$ cat src/hw/rtl/itcdv_pkg.sv
// Package with the shared types, codes and character constants of the ISBN check-digit verifier.
package itcdv_pkg;

	// Parse phase of the current line.
	typedef enum logic [2:0] {
		PH_LEAD   = 3'd0,
		PH_PREFIX = 3'd1,
		PH_GAP    = 3'd2,
		PH_DIGITS = 3'd3,
		PH_TAIL   = 3'd4,
		PH_DONE   = 3'd5
	} phase_t;

	// Number form found by the parser.
	typedef enum logic [1:0] {
		FMT_PENDING  = 2'd0,
		FMT_TEN      = 2'd1,
		FMT_THIRTEEN = 2'd2,
		FMT_BAD      = 2'd3
	} fmt_t;

	// Verdict codes on the status field.
	localparam logic [1:0] STATUS_PASS      = 2'd0;
	localparam logic [1:0] STATUS_FAIL      = 2'd1;
	localparam logic [1:0] STATUS_MALFORMED = 2'd2;

	// Digit value that stands for an X check digit.
	localparam logic [3:0] DIGIT_X = 4'd10;

	// Digit counts that matter to the parser.
	localparam logic [3:0] COUNT_ISBN10 = 4'd10;
	localparam logic [3:0] COUNT_ISBN13 = 4'd13;
	localparam logic [3:0] COUNT_X_POS  = 4'd9;
	localparam logic [3:0] COUNT_SUM11  = 4'd9;
	localparam logic [3:0] COUNT_SUM10  = 4'd12;

	// Prefix length and character codes.
	localparam logic [2:0] PREFIX_LEN = 3'd4;
	localparam logic [7:0] CH_NUL   = 8'h00;
	localparam logic [7:0] CH_TAB   = 8'h09;
	localparam logic [7:0] CH_SPACE = 8'h20;
	localparam logic [7:0] CH_DASH  = 8'h2D;
	localparam logic [7:0] CH_0     = 8'h30;
	localparam logic [7:0] CH_9     = 8'h39;
	localparam logic [7:0] CH_UA    = 8'h41;
	localparam logic [7:0] CH_UZ    = 8'h5A;
	localparam logic [7:0] CH_LA    = 8'h61;
	localparam logic [7:0] CH_LZ    = 8'h7A;
	localparam logic [7:0] CH_UI    = 8'h49;
	localparam logic [7:0] CH_UX    = 8'h58;
	localparam logic [7:0] CH_LX    = 8'h78;

	// Expected prefix character at each matched position.
	function automatic logic [7:0] prefix_char(input logic [1:0] pos);
		logic [7:0] ch;
		unique case (pos)
			2'd0: ch = 8'h49;
			2'd1: ch = 8'h53;
			2'd2: ch = 8'h42;
			2'd3: ch = 8'h4E;
			default: ch = 8'h00;
		endcase
		return ch;
	endfunction

	// Parser state of one line.
	typedef struct packed {
		phase_t     phase;
		logic [2:0] prefix_matched;
		logic [3:0] digit_count;
		logic       after_sep;
		logic [3:0] psum;
		logic [3:0] wsum;
		logic [3:0] asum;
		logic [3:0] last_digit;
		fmt_t       fmt;
	} parse_t;

	localparam parse_t PARSE_RESET = '{
		phase: PH_LEAD, prefix_matched: 3'd0, digit_count: 4'd0, after_sep: 1'b0,
		psum: 4'd0, wsum: 4'd0, asum: 4'd0, last_digit: 4'd0, fmt: FMT_PENDING
	};

endpackage

$ cat src/hw/rtl/itcdv_if.sv
// Stream interfaces for the character input and the verdict output.
interface itcdv_in_if;
	logic       valid;
	logic       ready;
	logic [7:0] char_code;
	logic       is_end;

	modport source(output valid, char_code, is_end, input ready);
	modport sink(input valid, char_code, is_end, output ready);
endinterface

interface itcdv_out_if;
	logic       valid;
	logic       ready;
	logic [1:0] status;
	logic       is_isbn13;
	logic [3:0] correct_digit;

	modport source(output valid, status, is_isbn13, correct_digit, input ready);
	modport sink(input valid, status, is_isbn13, correct_digit, output ready);
endinterface

$ cat src/hw/rtl/isbn_text_check_digit_verifier_unit.sv
// Top level of the ISBN-10/ISBN-13 text check-digit verifier.
// The block takes one text byte per beat on byte_ch and gives one verdict beat on
// verdict_ch for each beat marked is_end: pass, fail with the correct check digit, or
// malformed. A byte beat is registered, then the parse logic updates the
// running mod-11 and mod-10 sums and the parse phase, and an end beat loads the verdict
// into the output register. The block takes a new beat every cycle; it stalls only
// when an end beat meets a verdict that has not yet been taken. An accepted end beat
// waits in the input register, and its verdict is then loaded into the output register,
// where it stays offered until it is taken.
module isbn_text_check_digit_verifier_unit
	import itcdv_pkg::*;
(
	input  logic           clk,
	input  logic           arst_n,
	itcdv_in_if.sink       byte_ch,
	itcdv_out_if.source    verdict_ch
);

	// Input register stage.
	logic       valid_s1;
	logic [7:0] char_s1;
	logic       end_s1;

	// Parser state and output register.
	parse_t     st_q;
	parse_t     nxt;
	parse_t     dig;
	logic       out_valid_q;
	logic [1:0] status_q;
	logic       isbn13_q;
	logic [3:0] digit_q;

	logic       out_free;
	logic       adv_s1;
	logic       fire_s1;

	// Handshake: an end beat needs a free output register to leave stage 1.
	assign out_free = !out_valid_q || verdict_ch.ready;
	assign adv_s1   = !end_s1 || out_free;
	assign fire_s1  = valid_s1 && adv_s1;
	assign byte_ch.ready = !valid_s1 || adv_s1;

	always_ff @(posedge clk or negedge arst_n) begin
		if (!arst_n) begin
			valid_s1 <= 1'b0;
		end else if (byte_ch.ready) begin
			valid_s1 <= byte_ch.valid;
		end
	end

	always_ff @(posedge clk) begin
		if (byte_ch.ready && byte_ch.valid) begin
			char_s1 <= byte_ch.char_code;
			end_s1  <= byte_ch.is_end;
		end
	end

	// Byte classification; the end beat acts as a zero byte.
	logic [7:0] b;
	logic       is_digit;
	logic       is_alnum;
	logic       is_blank;
	logic       is_sep;
	logic       is_x;
	logic [3:0] d;

	assign b        = end_s1 ? CH_NUL : char_s1;
	assign is_digit = (b >= CH_0) && (b <= CH_9);
	assign is_alnum = is_digit || ((b >= CH_UA) && (b <= CH_UZ)) ||
		((b >= CH_LA) && (b <= CH_LZ));
	assign is_blank = (b == CH_SPACE) || (b == CH_TAB);
	assign is_sep   = (b == CH_SPACE) || (b == CH_DASH);
	assign is_x     = (b == CH_UX) || (b == CH_LX);
	assign d        = 4'(b - CH_0);

	// Running sums for a digit byte.
	logic [4:0] p_add;
	logic [3:0] p_new;
	logic [4:0] w_add;
	logic [3:0] w_new;
	logic [4:0] a_term;
	logic [5:0] a_add;
	logic [3:0] a_new;

	always_comb begin
		p_add = {1'b0, st_q.psum} + {1'b0, d};
		p_new = (p_add >= 5'd11) ? 4'(p_add - 5'd11) : p_add[3:0];
		w_add = {1'b0, st_q.wsum} + {1'b0, p_new};
		w_new = (w_add >= 5'd11) ? 4'(w_add - 5'd11) : w_add[3:0];
		a_term = st_q.digit_count[0] ? ({1'b0, d} + {d, 1'b0}) : {1'b0, d};
		a_add  = {2'b00, st_q.asum} + {1'b0, a_term};
		priority if (a_add >= 6'd30) begin
			a_new = 4'(a_add - 6'd30);
		end else if (a_add >= 6'd20) begin
			a_new = 4'(a_add - 6'd20);
		end else if (a_add >= 6'd10) begin
			a_new = 4'(a_add - 6'd10);
		end else begin
			a_new = a_add[3:0];
		end
	end

	// Next state when the byte is handled as part of the digit run.
	always_comb begin
		dig = st_q;
		dig.phase = PH_DIGITS;
		priority if (st_q.digit_count >= COUNT_ISBN13) begin
			dig.phase = PH_DONE;
			dig.fmt   = is_alnum ? FMT_BAD : FMT_THIRTEEN;
		end else if (!st_q.after_sep && is_sep) begin
			dig.after_sep = 1'b1;
		end else if (is_digit) begin
			if (st_q.digit_count < COUNT_SUM11) begin
				dig.psum = p_new;
				dig.wsum = w_new;
			end
			if (st_q.digit_count < COUNT_SUM10) begin
				dig.asum = a_new;
			end
			dig.last_digit  = d;
			dig.digit_count = st_q.digit_count + 4'd1;
			dig.after_sep   = 1'b0;
		end else if (st_q.digit_count == COUNT_X_POS && is_x) begin
			dig.last_digit  = DIGIT_X;
			dig.digit_count = COUNT_ISBN10;
			dig.after_sep   = 1'b0;
			dig.phase       = PH_TAIL;
		end else begin
			dig.phase = PH_DONE;
			dig.fmt   = (st_q.digit_count == COUNT_ISBN10 && !is_alnum) ? FMT_TEN : FMT_BAD;
		end
	end

	// Phase logic of the line parser.
	always_comb begin
		nxt = st_q;
		unique case (st_q.phase)
			PH_LEAD: begin
				if (is_blank) begin
					nxt = st_q;
				end else if (b == CH_UI) begin
					nxt.prefix_matched = 3'd1;
					nxt.phase          = PH_PREFIX;
				end else begin
					nxt = dig;
				end
			end
			PH_PREFIX: begin
				if (st_q.prefix_matched < PREFIX_LEN &&
					b == prefix_char(st_q.prefix_matched[1:0])) begin
					nxt.prefix_matched = st_q.prefix_matched + 3'd1;
					if (st_q.prefix_matched + 3'd1 == PREFIX_LEN) begin
						nxt.phase = PH_GAP;
					end
				end else begin
					nxt.phase = PH_DONE;
					nxt.fmt   = FMT_BAD;
				end
			end
			PH_GAP: begin
				if (!is_blank) begin
					nxt = dig;
				end
			end
			PH_DIGITS: begin
				nxt = dig;
			end
			PH_TAIL: begin
				nxt.phase = PH_DONE;
				nxt.fmt   = is_alnum ? FMT_BAD : FMT_TEN;
			end
			default: begin
				nxt = st_q;
			end
		endcase
	end

	// Check digits and verdict from the state after the end beat.
	logic [4:0] s11_add;
	logic [3:0] s11;
	logic [3:0] c10;
	logic [3:0] c13;
	logic [1:0] v_status;
	logic       v_isbn13;
	logic [3:0] v_digit;

	always_comb begin
		s11_add = {1'b0, nxt.wsum} + {1'b0, nxt.psum};
		s11 = (s11_add >= 5'd11) ? 4'(s11_add - 5'd11) : s11_add[3:0];
		c10 = (s11 == 4'd0) ? 4'd0 : 4'(5'd11 - {1'b0, s11});
		c13 = (nxt.asum == 4'd0) ? 4'd0 : 4'(5'd10 - {1'b0, nxt.asum});
		unique case (nxt.fmt)
			FMT_TEN: begin
				v_status = (c10 == nxt.last_digit) ? STATUS_PASS : STATUS_FAIL;
				v_isbn13 = 1'b0;
				v_digit  = c10;
			end
			FMT_THIRTEEN: begin
				v_status = (c13 == nxt.last_digit) ? STATUS_PASS : STATUS_FAIL;
				v_isbn13 = 1'b1;
				v_digit  = c13;
			end
			default: begin
				v_status = STATUS_MALFORMED;
				v_isbn13 = 1'b0;
				v_digit  = 4'd0;
			end
		endcase
	end

	// Parser state update; an end beat returns it to the line start.
	always_ff @(posedge clk or negedge arst_n) begin
		if (!arst_n) begin
			st_q <= PARSE_RESET;
		end else if (fire_s1) begin
			st_q <= end_s1 ? PARSE_RESET : nxt;
		end
	end

	// Output register.
	always_ff @(posedge clk or negedge arst_n) begin
		if (!arst_n) begin
			out_valid_q <= 1'b0;
		end else if (fire_s1 && end_s1) begin
			out_valid_q <= 1'b1;
		end else if (verdict_ch.ready) begin
			out_valid_q <= 1'b0;
		end
	end

	always_ff @(posedge clk) begin
		if (fire_s1 && end_s1) begin
			status_q <= v_status;
			isbn13_q <= v_isbn13;
			digit_q  <= v_digit;
		end
	end

	assign verdict_ch.valid         = out_valid_q;
	assign verdict_ch.status        = status_q;
	assign verdict_ch.is_isbn13     = isbn13_q;
	assign verdict_ch.correct_digit = digit_q;

endmodule

$ cat src/flat_wrapper.sv
// flat-port wrapper written by rule: the top's interface ports become plain ports
module isbn_text_check_digit_verifier_unit_flat import itcdv_pkg::*;
  (clk, arst_n, byte_ch_valid, byte_ch_char_code, byte_ch_is_end, byte_ch_ready, verdict_ch_valid, verdict_ch_status, verdict_ch_is_isbn13, verdict_ch_correct_digit, verdict_ch_ready);
  itcdv_in_if byte_ch_i ();
  itcdv_out_if verdict_ch_i ();
  input  logic clk;
  input  logic arst_n;
  input wire logic [$bits(byte_ch_i.valid)-1:0] byte_ch_valid;
  input wire logic [$bits(byte_ch_i.char_code)-1:0] byte_ch_char_code;
  input wire logic [$bits(byte_ch_i.is_end)-1:0] byte_ch_is_end;
  output wire logic [$bits(byte_ch_i.ready)-1:0] byte_ch_ready;
  output wire logic [$bits(verdict_ch_i.valid)-1:0] verdict_ch_valid;
  output wire logic [$bits(verdict_ch_i.status)-1:0] verdict_ch_status;
  output wire logic [$bits(verdict_ch_i.is_isbn13)-1:0] verdict_ch_is_isbn13;
  output wire logic [$bits(verdict_ch_i.correct_digit)-1:0] verdict_ch_correct_digit;
  input wire logic [$bits(verdict_ch_i.ready)-1:0] verdict_ch_ready;
  assign byte_ch_i.valid = byte_ch_valid;
  assign byte_ch_i.char_code = byte_ch_char_code;
  assign byte_ch_i.is_end = byte_ch_is_end;
  assign byte_ch_ready = byte_ch_i.ready;
  assign verdict_ch_valid = verdict_ch_i.valid;
  assign verdict_ch_status = verdict_ch_i.status;
  assign verdict_ch_is_isbn13 = verdict_ch_i.is_isbn13;
  assign verdict_ch_correct_digit = verdict_ch_i.correct_digit;
  assign verdict_ch_i.ready = verdict_ch_ready;
  isbn_text_check_digit_verifier_unit u_core (.clk(clk), .arst_n(arst_n), .byte_ch(byte_ch_i), .verdict_ch(verdict_ch_i));
endmodule
$ cat config.mk
export PLATFORM = sky130hd
export DESIGN_NAME = isbn_text_check_digit_verifier_unit_flat
export DESIGN_NICKNAME = d
export VERILOG_FILES = /design/src/hw/rtl/itcdv_pkg.sv /design/src/hw/rtl/itcdv_if.sv /design/src/hw/rtl/isbn_text_check_digit_verifier_unit.sv /design/src/flat_wrapper.sv
export SDC_FILE = /design/constraint.sdc
export NUM_CORES = 1
export LEC_CHECK = 0
export BUFFER_PORTS_ARGS = -buffer_cell sky130_fd_sc_hd__buf_2
export CAP_MARGIN = 25
export CORE_ASPECT_RATIO = 1.5
export CORE_MARGIN = 8
export CORE_UTILIZATION = 40
export DETAILED_ROUTE_END_ITERATION = 10
export PLACE_DENSITY_LB_ADDON = 0.3
export SKIP_CTS_REPAIR_TIMING = 1
export SYNTH_ARGS = -nofsm -noshare
export SYNTH_HDL_FRONTEND = slang
export SYNTH_SLANG_ARGS = --single-unit
$ cat constraint.sdc
create_clock -name clk -period 6.8 [get_ports clk]
set_clock_uncertainty 0.2 [all_clocks]
set_input_delay 0.34 -clock clk [delete_from_list [all_inputs] [get_ports clk]]
set_output_delay 0.34 -clock clk [all_outputs]
set_load 0.1 [all_outputs]
==> qor.txt, run 1 <==
Terminus of the critical flop-to-flop path: u_core.verdict_ch.status[0]
Cell family with the largest share of critical-path delay: adder cells
Most common library cell in the layout ignoring fill and taps: sky130_fd_sc_hd__nand2_1
Commonest cells after routing, fill and taps aside: sky130_fd_sc_hd__nand2_1 (52), sky130_fd_sc_hd__buf_4 (49), sky130_fd_sc_hd__inv_1 (40), sky130_fd_sc_hd__nor2_1 (40), sky130_fd_sc_hd__o21ai_0 (38)
Register-to-register setup slack: -0.31 ns
Floorplan die area: 15400 sq um
Pre-Repair DR Iteration Count: 5
Drt via density: 5.85
Total negative slack: -0.309 ns
Detailed-route DRC error count: 0
Htree depth: 2
Fraction of power consumed by sequential logic: 24.5%
Number of diodes added for antenna fixing: 0
Clock tree from TritonCTS: built
Biggest cell delay along the critical path: 0.66 ns
Relative slew slack: 39.2%
Cell count of the worst reg-to-reg path: 32
Internal power contribution: 0.849 mW
Fraction of registers with async set/reset: 66.0%
Actual transition at the worst max-transition pin: 0.901 ns
Global-route wire length before repair: 21700 um
Insertion delay to the later sink of the worst-skew pair: 0.30 ns
Final instance count without filler cells: 772
Power per standard cell area: 278 nW/um^2
Worst VDD drop: 0.000132 V
Core area: 11400 sq um
Path type of the worst min-delay path: input port to flip-flop
EDFF count, synth: 16
Most used flip-flop cell after synthesis: sky130_fd_sc_hd__dfrtp_1
Outcome: finished with violations
Syn_area_per_cell: 8.24 sq um
Storage cell area: 1260 sq um
Levels on crit path: 32
Cell at the root of the clock tree: sky130_fd_sc_hd__clkbuf_16
Number of buffers between clock root and the deepest sink: 2
Net Switching: 0.704 mW
Critical Path Source Type: flip-flop
Effective utilization at floorplan: 40.7%
Net count reported at finish: 678
Final GP Congestion: 0.918
Warnings, synthesis: 0
Number of I/O pins: 22
Overall die width: 104 um
Setup repair after global routing missed its margin: yes
Leak pwr: 2.49 nW
Worst Hold Path Cells: 1
Cell with the biggest individual delay on the critical path: sky130_fd_sc_hd__fa_2
Hold endpoint: u_core.char_s1[4]
Initial antenna violation count: 0
Fin crit period: 7.11 ns
Crit Reg-Reg Startpoint: u_core.end_s1
Number of placed instances with taps included: 753
Per-cell routed wire length: 17.1 um
Detailed Place HPWL: 10200 um
Post-synthesis cell type count: 73
Clock transition at the register clock pins on the worst setup and hold paths after CTS: 0.07 ns
Critical Path Fanout Max: 6
Total standard cell area after synthesis: 4650 sq um
Routed wire length: 13200 um
Vias in the first global route: 4560
Vertical extent of the die: 148 um
Register bit total from synthesis: 47
Number of core rows: 48
Input/output buffers: 21
Clock network fraction of design power: 16.1%
Worst Min Path Start: byte_ch_char_code[4]
Max-Cap Viols: 0
Max Freq: 0.141 GHz
Number of DRC markers after the initial detailed-route iteration: 228
Layout cells sized above 1: 21.9%
Nature of the critical path endpoint: flip-flop
Remaining antenna violation count: 0
Pins Over Slew Limit: 0
WP data required: 6.64 ns
Overflow left after global routing: 0
WP buf/inv: 4
Type of the setup path with the least slack: flip-flop to flip-flop
Portion of total power attributed to combinational logic: 59.4%
Final clock period utilization by the worst path: 105%
Synthesized instance count: 564
Relative area change from synthesis to final layout: 20.2%
TritonCTS buffer count: 5
Fill count: 1109
Violations in the final reports: negative setup slack
Setup slack after placement: -0.450 ns
Arrival time reported for the critical path endpoint: 6.95 ns
Pin count of the biggest net entering global routing: 32
Multi-input combinational cell area: 3320 sq um
Switching part of the total: 45.3%
Proportion of synthesized chip area in sequential cells: 27.0%
Clock tree sinks: 47
Synthesized netlist net count: 621
Post-route cell area: 5590 sq um
Post-place instance area: 5210 sq um
Final worst setup slack: -0.309 ns
Final-report hold violation count: 0
Final setup violation count: 1
GRT Total Usage: 16.9%
Number of vias in the routed layout: 4515
Overall power of the completed layout: 1.55 mW
==> how the worst max path moves through the flow <==
stage / startpoint / endpoint
2_1_floorplan: u_core.char_s1[1] / u_core.verdict_ch.status[0]
3_3_place_gp: u_core.end_s1 / u_core.verdict_ch.status[0]
3_5_place_dp: u_core.end_s1 / u_core.verdict_ch.status[0]
4_1_cts: u_core.end_s1 / u_core.verdict_ch.status[0]
5_1_grt: u_core.end_s1 / u_core.verdict_ch.status[0]
6_report: u_core.end_s1 / u_core.verdict_ch.status[0]
==> registers in the layout, indices dropped and copies added, names as in the netlist <==
register,flops
u_core.valid_s1,1
u_core.verdict_ch.status,2
u_core.char_s1,8
u_core.dig,3
u_core.end_s1,1
u_core.verdict_ch.is_isbn13,1
u_core.verdict_ch.valid,1
u_core.st_q,26
u_core.verdict_ch.correct_digit,4
==> area by class of cell <==
class                      instances  share of cell area [%]
inverter                          44                    2.96
timing repair buffer              74                    9.14
clock inverter                     3                   0.358
multi-input combinational        449                    59.5
sequential                        47                    22.5
tap                              150                    3.36
clock buffer                       5                    2.24
==> power groups by stage <==
stage	logic, mW	clock network (mW)	registers, mW
finish	0.922	0.250	0.381
global route	1.01	0.265	0.386
CTS	0.863	0.250	0.379
detailed placement	0.860	0	0.385
global placement	0.833	0	0.383
floorplan	0.612	0	0.413
==> stage by stage <==
stage	hold slack, ns	utilization, %
floorplan	-0.156	-
global placement	0.242	45.6
detailed placement	0.247	45.6
CTS	-0.0712	46.9
global route	0.00357	49.0
finish	0.0115	49.0
==> per-layer routing <==
layer,GRT usage (%),vias up,share of wire [%]
met5,0,-,0
met2,32.9,96,55
met4,7.85,0,3.5
li1,-,2173,-
met3,1.66,35,2.2
met1,17.7,2211,39
==> synthesized netlist by cell type, types with 12 or more instances <==
| cell type | instances | area, sq um |
|---|---|---|
| sky130_fd_sc_hd__clkbuf_1 | 23 | 86.3 |
| sky130_fd_sc_hd__nand2_1 | 53 | 199 |
| sky130_fd_sc_hd__inv_1 | 43 | 161 |
| sky130_fd_sc_hd__o21ai_0 | 42 | 210 |
| sky130_fd_sc_hd__dfrtp_1 | 31 | 776 |
| sky130_fd_sc_hd__nor2b_1 | 12 | 75.1 |
| sky130_fd_sc_hd__nand3_1 | 13 | 65.1 |
| sky130_fd_sc_hd__xnor2_1 | 22 | 193 |
| sky130_fd_sc_hd__nor2_1 | 42 | 158 |
| sky130_fd_sc_hd__a22o_1 | 12 | 105 |
| sky130_fd_sc_hd__edfxtp_1 | 16 | 480 |
| sky130_fd_sc_hd__ha_1 | 41 | 513 |
| sky130_fd_sc_hd__a21oi_1 | 37 | 185 |
==> kinds of logic after synthesis <==
family          Yosys count  synth area share (%)
simple gates            184                  20.2
xor+xnor                 29                  5.47
fa+ha+maj                47                  13.0
mux                      14                  3.26
buf+inv                  68                  5.52
flops                    47                  27.0
compound gates          175                  25.6
(Power assumes the default switching activity.)
==> inputs of run 2 (changes only) <==
- CELL_PAD_IN_SITES_DETAIL_PLACEMENT: not set -> 1
- CELL_PAD_IN_SITES_GLOBAL_PLACEMENT: not set -> 2
- CORE_UTILIZATION: 40 -> 39
- clock period: 6.8 -> 7.7 ns (I/O delays scaled with it)
==> run 2 against run 1 <==
The flow finishes with violations (negative hold slack). Clock power shrank 8.0%. Final cell count down 4.7%. Count of clock-buffer cells in the layout up 1. Register-to-register slack better by 0.67 ns. Sequential power down 12%. Combinational power down 16%. Die area rose by 2.2%. First-iteration DRC count decreased by 21%. Final area shrank 6.2%. Fmax fell by 3.2%. Critical path depth decreased by 1. Utilization is 4.7 points lower. Critical path type unchanged. Critical endpoint unchanged. Largest power group unchanged. Highest routed layer unchanged.
==> qor.txt, run 2 (synthesis results as in run 1) <==
Number of core rows: 49
Most common library cell in the layout ignoring fill and taps: sky130_fd_sc_hd__nand2_1
Leak pwr: 2.29 nW
Outcome: finished with violations
Effective utilization at floorplan: 39.3%
Cell with the biggest individual delay on the critical path: sky130_fd_sc_hd__fa_1
Register with the most flip-flops: u_core.st_q
Final setup violation count: 0
Overall die width: 105 um
Fill count: 1419
Detailed Place HPWL: 11300 um
GRT Total Usage: 18.7%
Path type of the worst min-delay path: input port to async pin
Overall power of the completed layout: 1.34 mW
Cell at the root of the clock tree: sky130_fd_sc_hd__clkbuf_16
Violations in the final reports: negative hold slack
Commonest cells after routing, fill and taps aside: sky130_fd_sc_hd__nand2_1 (53), sky130_fd_sc_hd__inv_1 (43), sky130_fd_sc_hd__nor2_1 (41)
Global-route wire length before repair: 24000 um
Storage cell area: 1260 sq um
Pins Over Slew Limit: 0
Worst VDD drop: 0.000106 V
Net count reported at finish: 639
Global-route track usage on met2: 34.7%
Crit Reg-Reg Startpoint: u_core.end_s1
Met1 usage: 20.3%
Max FFs per register: 26
Drt via density: 5.97
Final clock period utilization by the worst path: 95.3%
Pin count of the biggest net entering global routing: 32
Number of DRC markers after the initial detailed-route iteration: 180
Final-report hold violation count: 31
Terminus of the critical flop-to-flop path: u_core.verdict_ch.status[0]
Critical Path Source Type: flip-flop
Critical Path Fanout Max: 5
Number of diodes added for antenna fixing: 0
Nature of the critical path endpoint: flip-flop
Number of I/O pins: 22
Routed wire length: 14500 um
Number of buffers between clock root and the deepest sink: 2
Relative area change from synthesis to final layout: 12.8%
Final worst setup slack: 0.358 ns
Max Freq: 0.136 GHz
WP data required: 7.54 ns
Remaining antenna violation count: 0
Setup slack after placement: -0.234 ns
Clock tree from TritonCTS: built
Cell family with the largest share of critical-path delay: adder cells
Insertion delay to the later sink of the worst-skew pair: 0.30 ns
Core area: 11800 sq um
Register-to-register setup slack: 0.36 ns
Final GP Congestion: 0.891
WP buf/inv: 3
Hold Slack: -0.0485 ns
Floorplan die area: 15700 sq um
Vertical extent of the die: 150 um
Biggest cell delay along the critical path: 0.51 ns
Highest-utilization routing layer at the global route stage: met2
Per-cell routed wire length: 19.7 um
Power per standard cell area: 255 nW/um^2
TritonCTS buffer count: 5
Pre-Repair DR Iteration Count: 5
Met3 routing resource usage after global routing: 2.11%
Fin crit period: 7.34 ns
Initial antenna violation count: 0
Multi-input combinational cell area: 3270 sq um
Input/output buffers: 21
Relative slew slack: 48.4%
Arrival time reported for the critical path endpoint: 7.18 ns
Max-Cap Viols: 0
Detailed-route DRC error count: 0
Actual transition at the worst max-transition pin: 0.772 ns
Overflow left after global routing: 0
Clock transition at the register clock pins on the worst setup and hold paths after CTS: 0.07 ns
Htree depth: 2
Clock tree sinks: 47
Cell count of the worst reg-to-reg path: 31
Number of vias in the routed layout: 4391
Vias in the first global route: 4695
Layout cells sized above 1: 14.6%
Type of the setup path with the least slack: flip-flop to flip-flop
## run 2: changes by cell type in the layout (fill, tap and decap cells not counted), sizes merged
cell         before  now
clkbuf            6    7
dlygate4sd3       1    0
buf              72   34
clkinv            2    1
## run 2: layout make-up
cell class                 count  area share, %
clock buffer                   6           2.65
clock inverter                 2          0.215
inverter                      44           3.15
multi-input combinational    449           62.3
sequential                    47           24.0
tap                          153           3.65
timing repair buffer          35           4.04
## run 2: worst reg2reg max path, delay by kind of cell (launching register included)
family | cells | cell delay (ns)
compound gates | 10 | 2.11
xor+xnor | 4 | 0.71
fa+ha+maj | 7 | 2.16
buf+inv | 3 | 0.19
flops | 1 | 0.42
simple gates | 7 | 1.30
## run 2: through the flow
step / hold slack (ns) / setup TNS (ns) / util (%) / area [sq um] / instances
2_1_floorplan: -0.111 / 0 / - / 4650 / 564
3_3_place_gp: 0.270 / 0 / 41.7 / 4930 / 725
3_5_place_dp: 0.286 / -0.234 / 41.7 / 4930 / 725
4_1_cts: -0.0197 / -0.270 / 43.0 / 5080 / 733
5_1_grt: 0.0155 / -0.0293 / 44.3 / 5240 / 736
6_report: -0.0485 / 0 / 44.3 / 5240 / 736
## run 2: how the worst max path moves through the flow
stage                 startpoint                     endpoint  cells past startpoint
6_report           u_core.end_s1  u_core.verdict_ch.status[0]                     31
2_1_floorplan  u_core.char_s1[1]  u_core.verdict_ch.status[0]                     35
3_5_place_dp       u_core.end_s1  u_core.verdict_ch.status[0]                     32
5_1_grt            u_core.end_s1  u_core.verdict_ch.status[0]                     32
3_3_place_gp   u_core.char_s1[1]  u_core.verdict_ch.status[0]                     32
4_1_cts            u_core.end_s1  u_core.verdict_ch.status[0]                     32
## run 2: routing by layer
metal  wire length [um]  part of all wire, %
met5                  0                    0
met4                631                  4.4
met3                255                  1.8
met2               7640                   53
met1               5950                   41
## run 2: power by group
| part | internal (mW) | switching (mW) |
|---|---|---|
| clock | 0.128 | 0.102 |
| combinational | 0.293 | 0.477 |
| sequential | 0.296 | 0.0407 |
| total | 0.717 | 0.620 |
==> inputs of run 3 (changes only) <==
- REMOVE_ABC_BUFFERS: not set -> 1
- SKIP_LAST_GASP: not set -> 1
==> run 3 against run 2 <==
The run still ends with negative hold slack left. Count of clock-buffer cells in the layout down 1. Final cell count is 0.82% higher. Worst hold slack better by 0.014 ns. Via count decreased by 0.36%. Power is essentially flat. Critical path type unchanged. Critical endpoint unchanged.
==> qor.txt, run 3 (synthesis results as in run 1) <==
Outcome: finished with violations
Violations in the final reports: negative hold slack
Number of buffers between clock root and the deepest sink: 2
Fill count: 1444
TritonCTS buffer count: 5
Final setup violation count: 0
Portion of total power attributed to combinational logic: 58.3%
Input/output buffers: 21
Per-cell routed wire length: 19.9 um
Pins Over Slew Limit: 0
Clock transition at the register clock pins on the worst setup and hold paths after CTS: 0.07 ns
Post-place instance area: 4940 sq um
Fraction of power consumed by sequential logic: 25.3%
Number of I/O pins: 22
Leak pwr: 2.32 nW
Arrival time reported for the critical path endpoint: 7.14 ns
Metal3 WL: 283 um
Detailed-route DRC error count: 0
Detailed Place HPWL: 11500 um
Remaining antenna violation count: 0
Critical Path Source Type: flip-flop
Effective utilization at floorplan: 39.3%
Net count reported at finish: 645
Final clock period utilization by the worst path: 94.9%
Final-report hold violation count: 31
Core area: 11800 sq um
Number of DRC markers after the initial detailed-route iteration: 160
Wire length on met1: 6140 um
Hold Slack: -0.0348 ns
Overall power of the completed layout: 1.34 mW
Vias in the first global route: 4713
Worst VDD drop: 0.0000987 V
Path type of the worst min-delay path: input port to async pin
Layout cells sized above 1: 15.1%
Relative area change from synthesis to final layout: 13.3%
Max FFs per register: 26
Overflow left after global routing: 0
WP buf/inv: 4
Pin count of the biggest net entering global routing: 32
Switching part of the total: 46.6%
Clock network fraction of design power: 16.4%
Internal power contribution: 0.713 mW
Final GP Congestion: 0.869
WP data required: 7.53 ns
Nature of the critical path endpoint: flip-flop
Number of vias in the routed layout: 4375
Net Switching: 0.624 mW
Clock tree sinks: 47
Clock tree from TritonCTS: built
Global-route wire length before repair: 24300 um
Drt via density: 5.90
Max Freq: 0.137 GHz
Insertion delay to the later sink of the worst-skew pair: 0.30 ns
Number of diodes added for antenna fixing: 0
Actual transition at the worst max-transition pin: 0.813 ns
Biggest cell delay along the critical path: 0.64 ns
Commonest cells after routing, fill and taps aside: sky130_fd_sc_hd__nand2_1 (52), sky130_fd_sc_hd__inv_1 (43), sky130_fd_sc_hd__nor2_1 (41)
Highest signal layer in the routed design: met4
GRT Total Usage: 19.1%
Register with the most flip-flops: u_core.st_q
Relative slew slack: 45.7%
Cell family with the largest share of critical-path delay: adder cells
Total negative slack: 0 ns
Pre-Repair DR Iteration Count: 4
Fin crit period: 7.31 ns
Routed wire length: 14700 um
Cell with the biggest individual delay on the critical path: sky130_fd_sc_hd__fa_2
Initial antenna violation count: 0
Overall die width: 105 um
Type of the setup path with the least slack: flip-flop to flip-flop
Most common library cell in the layout ignoring fill and taps: sky130_fd_sc_hd__nand2_1
Multi-input combinational cell area: 3250 sq um
Storage cell area: 1260 sq um
Vertical extent of the die: 150 um
Post-route cell area: 5260 sq um
Routed met2 length: 7950 um
Number of core rows: 49
Floorplan die area: 15700 sq um
Max-Cap Viols: 0
Critical Path Fanout Max: 10
Htree depth: 2
Power per standard cell area: 254 nW/um^2
Cell at the root of the clock tree: sky130_fd_sc_hd__clkbuf_16
run 3: power by group through the flow:
stage | clock network, mW | logic [mW] | registers [mW]
CTS | 0.228 | 0.742 | 0.338
floorplan | 0 | 0.517 | 0.376
global placement | 0 | 0.708 | 0.340
detailed placement | 0 | 0.736 | 0.343
finish | 0.219 | 0.779 | 0.338
global route | 0.236 | 0.864 | 0.343
run 3: final cells by class:
type | instances | share of cell area (%)
clock buffer | 5 | 2.38
clock inverter | 3 | 0.285
inverter | 44 | 3.14
multi-input combinational | 449 | 61.8
sequential | 47 | 23.9
tap | 153 | 3.64
timing repair buffer | 41 | 4.87
run 3: metrics by stage:
stage	hold WS (ns)	cells	util [%]	worst slack, ns
after global routing	0.0202	742	44.5	-0.108
final	-0.0348	742	44.5	0.389
after detailed placement	0.275	726	41.8	-0.110
after CTS	-0.0187	734	43.0	-0.138
after floorplan	-0.111	540	-	0.258
after global placement	0.267	726	41.8	0.241
run 3: layer usage:
metal  global-route usage [%]  up-vias
li1                         -     2106
met1                     21.1     2208
met2                     36.1       40
met3                     2.76       21
met4                     6.59        0
met5                        0        -
run 3: final timing paths:
check	from	endpoint	slack (ns)	depth (start not counted)
setup / recovery	u_core.end_s1	u_core.verdict_ch.status[0]	0.39	32
setup reg to reg	u_core.end_s1	u_core.verdict_ch.status[0]	0.39	32
min in group clk	byte_ch_is_end	u_core.end_s1	0.06	1
hold / removal	arst_n	u_core.st_q[14]	-0.03	1
max in group asynchronous	arst_n	u_core.st_q[9]	6.82	1
hold reg to reg	u_core.st_q[5]	u_core.st_q[5]	0.29	2
run 3: worst reg2reg max path: cells and delay by family, from the launching register on:
kind	cells	cell delay, ns
buffers and inverters	4	0.32
AOI/OAI and AO/OA	11	1.91
xor gates and xnor gates	4	0.74
and+or+nand+nor	4	0.57
adders and majority gates	9	2.86
DFF	1	0.45
